==> src/design/momau_pkg.sv <==
// shared constants, types and codes for the monomial order and arithmetic unit
package momau_pkg;

  localparam int NUM_VARS  = 8;
  localparam int EXP_BITS  = 8;
  localparam int MONO_W    = 64;
  localparam int PAIRS     = (NUM_VARS + 1) / 2;
  localparam int PAIR_W    = EXP_BITS + 1;
  localparam int DEG_W     = 11;
  localparam int MODE_W    = 3;
  localparam int ORDER_W   = 2;
  localparam int ORD_RES_W = 2;
  localparam int STATUS_W  = 2;

  localparam int IN_TDATA_W = 2 * MONO_W;

  localparam int RES_LSB     = 0;
  localparam int ORD_LSB     = RES_LSB + MONO_W;
  localparam int TEST_BIT    = ORD_LSB + ORD_RES_W;
  localparam int DEG_LSB     = TEST_BIT + 1;
  localparam int STAT_LSB    = DEG_LSB + DEG_W;
  localparam int OUT_W       = STAT_LSB + STATUS_W;
  localparam int OUT_TDATA_W = ((OUT_W + 7) / 8) * 8;

  typedef logic [EXP_BITS-1:0]         exp_t;
  typedef logic [MONO_W-1:0]           mono_t;
  typedef logic [NUM_VARS-1:0]         lanes_t;
  typedef logic [PAIR_W-1:0]           pair_t;
  typedef logic [DEG_W-1:0]            deg_t;
  typedef logic signed [ORD_RES_W-1:0] ord_res_t;

  localparam exp_t     EXP_MAX = '1;
  localparam ord_res_t ORD_GT  = 2'sb01;
  localparam ord_res_t ORD_EQ  = 2'sb00;
  localparam ord_res_t ORD_LT  = 2'sb11;

  typedef enum logic [MODE_W-1:0] {
    MODE_CMP     = 3'd0,
    MODE_MUL     = 3'd1,
    MODE_DIV     = 3'd2,
    MODE_LCM     = 3'd3,
    MODE_DIVTEST = 3'd4,
    MODE_COPRIME = 3'd5,
    MODE_DEG     = 3'd6
  } mode_t;

  typedef enum logic [ORDER_W-1:0] {
    ORDER_LEX     = 2'd0,
    ORDER_REVLEX  = 2'd1,
    ORDER_GRLEX   = 2'd2,
    ORDER_GREVLEX = 2'd3
  } order_t;

  typedef enum logic [STATUS_W-1:0] {
    STAT_OK       = 2'd0,
    STAT_NOT_DIV  = 2'd1,
    STAT_OVERFLOW = 2'd2
  } status_t;

  typedef struct packed {
    mode_t                 mode;
    mono_t                 lhs;
    mono_t                 prod;
    mono_t                 quot;
    mono_t                 lcm;
    logic                  ovf;
    logic                  divisible;
    logic                  coprime;
    lanes_t                gt;
    lanes_t                lt;
    pair_t [PAIRS-1:0]     lhs_pair;
    pair_t [PAIRS-1:0]     rhs_pair;
  } s1_t;

  typedef struct packed {
    mode_t    mode;
    mono_t    res;
    logic     test;
    status_t  status;
    deg_t     lhs_deg;
    deg_t     rhs_deg;
    ord_res_t lex_ord;
    ord_res_t rlex_ord;
  } s2_t;

  typedef struct packed {
    status_t  status;
    deg_t     lhs_degree;
    logic     test_result;
    ord_res_t order_result;
    mono_t    result_exponents;
  } out_t;

endpackage

==> src/design/momau_elem.sv <==
// stage 1: per-variable exponent arithmetic and pairwise degree sums
module momau_elem (
  input  logic                                clk,
  input  logic                                rst,
  input  logic                                load,
  input  logic                                in_valid,
  input  logic [momau_pkg::MODE_W-1:0]        mode,
  input  momau_pkg::mono_t                    lhs,
  input  momau_pkg::mono_t                    rhs,
  output logic                                out_valid,
  output momau_pkg::s1_t                      out
);
  import momau_pkg::*;

  exp_t [NUM_VARS-1:0] lx;
  exp_t [NUM_VARS-1:0] rx;
  s1_t                 calc;
  logic [PAIR_W-1:0]   lane_sum;

  always_comb begin
    calc      = '0;
    calc.mode = mode_t'(mode);
    calc.divisible = 1'b1;
    calc.coprime   = 1'b1;
    lane_sum  = '0;
    for (int i = 0; i < NUM_VARS; i++) begin
      lx[i] = lhs[i*EXP_BITS +: EXP_BITS];
      rx[i] = rhs[i*EXP_BITS +: EXP_BITS];
      lane_sum = {1'b0, lx[i]} + {1'b0, rx[i]};
      calc.lhs[i*EXP_BITS +: EXP_BITS]  = lx[i];
      calc.prod[i*EXP_BITS +: EXP_BITS] = lane_sum[EXP_BITS] ? EXP_MAX
                                                             : lane_sum[EXP_BITS-1:0];
      calc.quot[i*EXP_BITS +: EXP_BITS] = lx[i] - rx[i];
      calc.lcm[i*EXP_BITS +: EXP_BITS]  = (lx[i] > rx[i]) ? lx[i] : rx[i];
      calc.gt[i] = lx[i] > rx[i];
      calc.lt[i] = lx[i] < rx[i];
      if (lane_sum[EXP_BITS]) calc.ovf = 1'b1;
      if (lx[i] < rx[i]) calc.divisible = 1'b0;
      if (lx[i] != '0 && rx[i] != '0) calc.coprime = 1'b0;
    end
    for (int p = 0; p < PAIRS; p++) begin
      if (2 * p + 1 < NUM_VARS) begin
        calc.lhs_pair[p] = {1'b0, lx[2*p]} + {1'b0, lx[2*p+1]};
        calc.rhs_pair[p] = {1'b0, rx[2*p]} + {1'b0, rx[2*p+1]};
      end else begin
        calc.lhs_pair[p] = {1'b0, lx[2*p]};
        calc.rhs_pair[p] = {1'b0, rx[2*p]};
      end
    end
  end

  always_ff @(posedge clk) begin
    if (rst) begin
      out_valid <= 1'b0;
    end else if (load) begin
      out_valid <= in_valid;
    end
  end

  always_ff @(posedge clk) begin
    if (load && in_valid) begin
      out <= calc;
    end
  end

endmodule

==> src/design/momau_reduce.sv <==
// stage 2: degree sums, lex and revlex decisions, result and status selection
module momau_reduce (
  input  logic            clk,
  input  logic            rst,
  input  logic            load,
  input  logic            in_valid,
  input  momau_pkg::s1_t  in,
  output logic            out_valid,
  output momau_pkg::s2_t  out
);
  import momau_pkg::*;

  s2_t calc;

  always_comb begin
    calc          = '0;
    calc.mode     = in.mode;
    calc.res      = in.lhs;
    calc.test     = 1'b0;
    calc.status   = STAT_OK;
    calc.lex_ord  = ORD_EQ;
    calc.rlex_ord = ORD_EQ;
    for (int p = 0; p < PAIRS; p++) begin
      calc.lhs_deg = calc.lhs_deg + DEG_W'(in.lhs_pair[p]);
      calc.rhs_deg = calc.rhs_deg + DEG_W'(in.rhs_pair[p]);
    end
    // lowest differing variable wins for lex
    for (int i = NUM_VARS - 1; i >= 0; i--) begin
      if (in.gt[i] || in.lt[i]) calc.lex_ord = in.gt[i] ? ORD_GT : ORD_LT;
    end
    // highest differing variable wins for revlex, smaller exponent ranks higher
    for (int i = 0; i < NUM_VARS; i++) begin
      if (in.gt[i] || in.lt[i]) calc.rlex_ord = in.lt[i] ? ORD_GT : ORD_LT;
    end
    unique case (in.mode)
      MODE_MUL: begin
        calc.res    = in.prod;
        calc.status = in.ovf ? STAT_OVERFLOW : STAT_OK;
      end
      MODE_DIV: begin
        if (in.divisible) calc.res = in.quot;
        else calc.status = STAT_NOT_DIV;
      end
      MODE_LCM:     calc.res  = in.lcm;
      MODE_DIVTEST: calc.test = in.divisible;
      MODE_COPRIME: calc.test = in.coprime;
      default: ;
    endcase
  end

  always_ff @(posedge clk) begin
    if (rst) begin
      out_valid <= 1'b0;
    end else if (load) begin
      out_valid <= in_valid;
    end
  end

  always_ff @(posedge clk) begin
    if (load && in_valid) begin
      out <= calc;
    end
  end

endmodule

==> src/design/momau_order.sv <==
// stage 3: degree compare, order selection and output register
module momau_order (
  input  logic              clk,
  input  logic              rst,
  input  logic              load,
  input  logic              in_valid,
  input  momau_pkg::order_t order,
  input  momau_pkg::s2_t    in,
  output logic              out_valid,
  output momau_pkg::out_t   out
);
  import momau_pkg::*;

  ord_res_t deg_ord;
  ord_res_t cmp_ord;
  out_t     calc;

  always_comb begin
    if (in.lhs_deg == in.rhs_deg) deg_ord = ORD_EQ;
    else deg_ord = (in.lhs_deg > in.rhs_deg) ? ORD_GT : ORD_LT;
    unique case (order)
      ORDER_LEX:     cmp_ord = in.lex_ord;
      ORDER_REVLEX:  cmp_ord = in.rlex_ord;
      ORDER_GRLEX:   cmp_ord = (deg_ord != ORD_EQ) ? deg_ord : in.lex_ord;
      ORDER_GREVLEX: cmp_ord = (deg_ord != ORD_EQ) ? deg_ord : in.rlex_ord;
      default:       cmp_ord = ORD_EQ;
    endcase
    calc.result_exponents = in.res;
    calc.order_result     = (in.mode == MODE_CMP) ? cmp_ord : ORD_EQ;
    calc.test_result      = in.test;
    calc.lhs_degree       = in.lhs_deg;
    calc.status           = in.status;
  end

  always_ff @(posedge clk) begin
    if (rst) begin
      out_valid <= 1'b0;
    end else if (load) begin
      out_valid <= in_valid;
    end
  end

  always_ff @(posedge clk) begin
    if (load && in_valid) begin
      out <= calc;
    end
  end

endmodule

==> src/design/monomial_order_and_arithmetic_unit_top.sv <==
// Monomial order and arithmetic unit, top level. Takes one pair of packed
// monomials per cycle while the output is not stalled and returns one
// result per pair through a three-stage pipeline: per-variable arithmetic,
// then degree sums and lex/revlex decisions, then degree compare and the
// output register. A stall on the output side fills bubbles first and only
// then deasserts s_axis_tready. The compare order is a register written on
// the cfg channel; the user must write it only while no transaction is in
// flight, as the block does not enforce it; cfg_ready is always high.
module monomial_order_and_arithmetic_unit_top (
  input  logic                                 clk,
  input  logic                                 rst,
  input  logic                                 cfg_valid,
  output logic                                 cfg_ready,
  input  logic [momau_pkg::ORDER_W-1:0]        cfg_data,      // monomial_order
  input  logic                                 s_axis_tvalid,
  output logic                                 s_axis_tready,
  input  logic [momau_pkg::IN_TDATA_W-1:0]     s_axis_tdata,  // lhs_exponents, rhs_exponents
  input  logic [momau_pkg::MODE_W-1:0]         s_axis_tuser,  // mode
  output logic                                 m_axis_tvalid,
  input  logic                                 m_axis_tready,
  // result_exponents, order_result, test_result, lhs_degree, status
  output logic [momau_pkg::OUT_TDATA_W-1:0]    m_axis_tdata
);
  import momau_pkg::*;

  order_t order;
  logic   v1, v2, v3;
  logic   rdy1, rdy2, rdy3;
  s1_t    s1;
  s2_t    s2;
  out_t   res;

  assign cfg_ready = 1'b1;

  always_ff @(posedge clk) begin
    if (rst) begin
      order <= ORDER_LEX;
    end else if (cfg_valid) begin
      order <= order_t'(cfg_data);
    end
  end

  assign rdy3 = !v3 || m_axis_tready;
  assign rdy2 = !v2 || rdy3;
  assign rdy1 = !v1 || rdy2;
  assign s_axis_tready = rdy1;

  momau_elem u_elem (
    .clk       (clk),
    .rst       (rst),
    .load      (rdy1),
    .in_valid  (s_axis_tvalid),
    .mode      (s_axis_tuser),
    .lhs       (s_axis_tdata[MONO_W-1:0]),
    .rhs       (s_axis_tdata[2*MONO_W-1:MONO_W]),
    .out_valid (v1),
    .out       (s1)
  );

  momau_reduce u_reduce (
    .clk       (clk),
    .rst       (rst),
    .load      (rdy2),
    .in_valid  (v1),
    .in        (s1),
    .out_valid (v2),
    .out       (s2)
  );

  momau_order u_order (
    .clk       (clk),
    .rst       (rst),
    .load      (rdy3),
    .in_valid  (v2),
    .order     (order),
    .in        (s2),
    .out_valid (v3),
    .out       (res)
  );

  assign m_axis_tvalid = v3;
  assign m_axis_tdata  = OUT_TDATA_W'(res);

endmodule

==> config.mk <==
export PLATFORM = sky130hd
export DESIGN_NAME = monomial_order_and_arithmetic_unit_top
export DESIGN_NICKNAME = d
export VERILOG_FILES = /design/src/design/momau_pkg.sv /design/src/design/momau_elem.sv /design/src/design/momau_reduce.sv /design/src/design/momau_order.sv /design/src/design/monomial_order_and_arithmetic_unit_top.sv
export SDC_FILE = /design/constraint.sdc
export NUM_CORES = 1
export LEC_CHECK = 0
export ABC_AREA = 1
export BUFFER_PORTS_ARGS = -buffer_cell sky130_fd_sc_hd__buf_2
export CORE_ASPECT_RATIO = 0.9
export CORE_MARGIN = 2
export CORE_UTILIZATION = 46
export DETAILED_ROUTE_END_ITERATION = 12
export SLEW_MARGIN = 20
export SYNTH_ARGS = -nofsm -noshare
export SYNTH_HDL_FRONTEND = slang
export SYNTH_SLANG_ARGS = --single-unit
==> constraint.sdc <==
create_clock -name clk -period 9 [get_ports clk]
set_input_delay 0.45 -clock clk [delete_from_list [all_inputs] [get_ports clk]]
set_output_delay 0.45 -clock clk [all_outputs]
set_load 0.02 [all_outputs]
==> Flow_metrics.wiki <==
{| class="wikitable"
! Metric !! Value
|-
| Dpl ws || around 5.5 ns
|-
| Maximum capacitance violations || 0
|-
| First-pass GRT wire length || 119 mm
|-
| Io pins || around 220
|-
| Parity-gate share of the synthesized area counting xor and xnor cells || ~4.5%
|-
| Worst IR drop on VDD || between 0.00015 and 0.0002 V
|-
| Buffers from clock root to sink, at most || 3
|-
| Number of hold violations in the final report || 0
|-
| Area taken by multi-input logic gates || 0.0116 sq mm
|-
| Seq. cell area || 0.0159 sq mm
|-
| Critical Path Start Type || register
|-
| Root buf cell || clkbuf_16
|-
| Clk network pwr share || approximately 32%
|-
| Design internal power || around 5 mW
|-
| Required time worst endpoint || approximately 9.4 ns
|-
| Sequential fraction of the synthesis area || a little over half
|-
| Standard cell core area || 0.0640 sq mm
|-
| Number of flops mapped to enable cells by yosys || about 530
|-
| Post-Syn Nets || 3207
|-
| Antenna violations before repair || 3
|-
| Share of layout cells above drive strength 1 || 12.7%
|-
| Total standard cell area after synthesis || 0.0297 sq mm
|-
| Async S/R FF share, synth || 0%
|-
| Syn Inst Count || ~2800
|-
| Remaining antenna violation count || 0
|-
| Standard-cell row count || just under 90
|-
| Main flop type after synthesis || edfxtp_1
|-
| Post-detailed-routing wire length || between 70 and 80 mm
|-
| Top-area cell type share of the netlist area || 53.2%
|-
| Outcome || complete, no violations
|-
| DR pass1 iterations || 6
|-
| Area overhead of the layout relative to synthesis || 12.9%
|-
| Mapped Avg Cell Area || between 10 and 15 sq um
|-
| Capture instance of the worst register-to-register path || u_reduce.out[11]
|-
| Yosys top cell by area || edfxtp_1
|-
| Final Slew Violations || 0
|-
| Final net count || between 3000 and 4000
|-
| Level count of the clock H-tree || 2
|-
| Power density of the placed cells || ~220 mW/mm^2
|-
| Hpwl dp || between 50 and 60 mm
|-
| CP Max Fanout || 4
|-
| Total Negative Setup Slacks || 0 ns
|-
| Switching part of the total power || a little under a third
|-
| Setup violation total in the final timing report || 0
|-
| Critical Path End || u_reduce.out[11]
|-
| Horiz. Die Dim || between 200 and 300 um
|-
| Clock net sink count || ~530
|-
| Unrepaired setup endpoints after global routing || no
|-
| Clock transition at the registers of the reported paths || 0.06 ns
|-
| Pin count of the biggest net entering global routing || 140
|-
| Clock tree from TritonCTS || done
|-
| Launching instance or port of the critical path || u_elem.out[0]
|-
| Overall via count from detail_route || just over 20000
|-
| Simple-gate portion of the synthesized area || between 10% and 20%
|-
| DRC errors left || 0
|-
| Routed wire per std cell || 19.8 um
|-
| Dominant combinational cell family by area after synthesis || adder cells
|-
| Post-CTS setup buffer count || 0
|-
| Static power due to leakage || 14.4 nW
|-
| Initial DRC count || roughly 1800
|-
| Die Span Y || about 250 um
|-
| Worst reg-to-reg setup slack || 5.44 ns
|-
| Highest clock rate || around 0.28 GHz
|-
| Class of the most critical hold timing path || input pin to register
|-
| Total of warnings raised by yosys || 0
|-
| Switching pwr || ~2.2 mW
|-
| Total overflow reported by the global router || 0
|-
| Num CTS Buffers || between 50 and 60
|-
| Most area-consuming cells after synthesis || edfxtp_1, ha_1, nand2_1, inv_1, xor2_1
|-
| Data arrival time at the worst-slack endpoint || just under 4 ns
|-
| Count leader, synth || edfxtp_1
|-
| Total of buffers placed on input and output ports || between 200 and 250
|-
| FILL cells || ~5700
|-
| Reg2Reg Launch Point || u_elem.out[0]
|-
| Detail-routed via count per cell || 5.28
|-
| Critical path class || register to register
|-
| Sequential share of power || 43.7%
|-
| Worst max-slew margin expressed relative to the limit || 30.2%
|-
| Post-route fraction of the period consumed by the critical path || a little under 40%
|-
| Share of synthesized cell area in full adder, half adder and majority cells || a little over an eighth
|-
| Synth top cells by count || edfxtp_1, nand2_1, inv_1, ha_1, a21oi_1
|-
| Skew final || roughly 0.018 ns
|-
| Via count of the first global-routing pass || 20300
|-
| Die area || 0.0666 sq mm
|-
| Starting density of the core || 46.4%
|-
| Post-synthesis cell type count || 50
|-
| Clock insertion delay at the later pin of the skew report || ~0.61 ns
|-
| Fraction of synthesized area in multiplexers || 0%
|-
| Number of gates given a new drive strength after cts || 0
|-
| Worst-case setup margin in the final layout || around 5.4 ns
|-
| Count of hold-fix buffers inserted at cts || 3
|-
| Logic depth of the worst register-to-register path || 14
|-
| Synthesized-area fraction occupied by ao, oa, aoi and oai cells || between 9 and 10%
|-
| Worst-Margin Slew || 1.05 ns
|-
| Critical path capture point type || register
|-
| Final Wtd Congestion || 0.895
|-
| Min Clock Period, post-route || about 3.6 ns
|-
| Overall routing resource usage || 23.3%
|-
| Combinational fraction of design power || between 20% and 30%
|-
| Count of state elements after synthesis || between 500 and 600
|}
-- final cells by class --
cell class	instances	share of cell area, %
inverter	500	5.63
clock buffer	68	4.41
sequential	531	47.4
tap	855	3.19
timing repair buffer	234	3.63
antenna	1	0.00746
multi-input combinational	1696	34.6
clock inverter	38	1.18
-- placed cells by master, fill, tap and decap left out, drive strengths merged, types with 20 or more instances in the layout --
cell / Yosys / final
nand2: 530 / 530
edfxtp: 526 / 526
inv: 500 / 503
ha: 239 / 239
buf: 38 / 231
a21oi: 181 / 181
o21ai: 147 / 147
xor2: 130 / 130
nand3: 90 / 90
nor2: 82 / 82
clkbuf: 19 / 68
o2111ai: 66 / 66
nand4: 50 / 50
fa: 46 / 46
nor3: 28 / 28
xnor2: 23 / 23
clkinv: 0 / 20
-- registers in the layout (all words and copies together), names as in the netlist --
name	count
u_elem.out_valid	1
u_order.out	80
u_reduce.out_valid	1
u_order.out_valid	1
u_reduce.out	96
u_elem.out	350
order	2
-- logic make-up after synthesis --
family          count (synthesis)
simple gates                  791
xor+xnor                      153
buf+inv                       557
other cells                     1
flops                         531
fa+ha+maj                     285
compound gates                466
-- per-layer routing --
metal | share of wire [%] | wire (um) | track usage, %
met5 | 0.035 | 27 | 0
met4 | 2.2 | 1680 | 5.83
met3 | 5.5 | 4310 | 3.41
met2 | 47 | 36500 | 38.4
met1 | 45 | 35300 | 32.4
-- worst max-delay path, stage by stage (launching register included) --
cell	delay [ns]
edfxtp_1	0.33
ha_1	0.17
inv_1	0.05
fa_1	0.39
o21ai_0	0.39
xor2_1	0.16
fa_1	0.50
inv_1	0.04
ha_1	0.34
nand2_1	0.06
o21ai_0	0.39
a21oi_1	0.12
nor2_1	0.18
nor2_1	0.08
xnor2_1	0.12
-- through the flow --
step	cell area [sq um]	util, %	power [mW]	cells	hold slack, ns
2_1_floorplan	29700	-	4.47	2784	0.400
3_3_place_gp	31600	49.4	4.91	3813	0.400
3_5_place_dp	31600	49.4	4.97	3813	0.405
4_1_cts	33500	52.4	7.35	3922	0.0422
5_1_grt	33500	52.4	7.70	3923	0.0661
6_report	33500	52.4	7.30	3923	0.0832
-- how the worst min path moves through the flow --
stage / from / to / slack, ns / cells past startpoint
2_1_floorplan: u_reduce.out[29] / u_order.out[0] / 0.40 / 0
3_3_place_gp: u_reduce.out[54] / u_order.out[25] / 0.40 / 0
3_5_place_dp: u_reduce.out[47] / u_order.out[18] / 0.40 / 0
4_1_cts: rst / u_order.out_valid / 0.04 / 2
5_1_grt: rst / u_reduce.out_valid / 0.07 / 2
6_report: rst / u_reduce.out_valid / 0.08 / 2
-- power groups by stage --
stage	Sequential (mW)	Clock, mW	Combinational (mW)
floorplan	3.24	0	1.23
global placement	3.23	0	1.68
detailed placement	3.24	0	1.74
CTS	3.19	2.41	1.75
global route	3.21	2.52	1.97
finish	3.19	2.36	1.75
(Power assumes the default switching activity.)
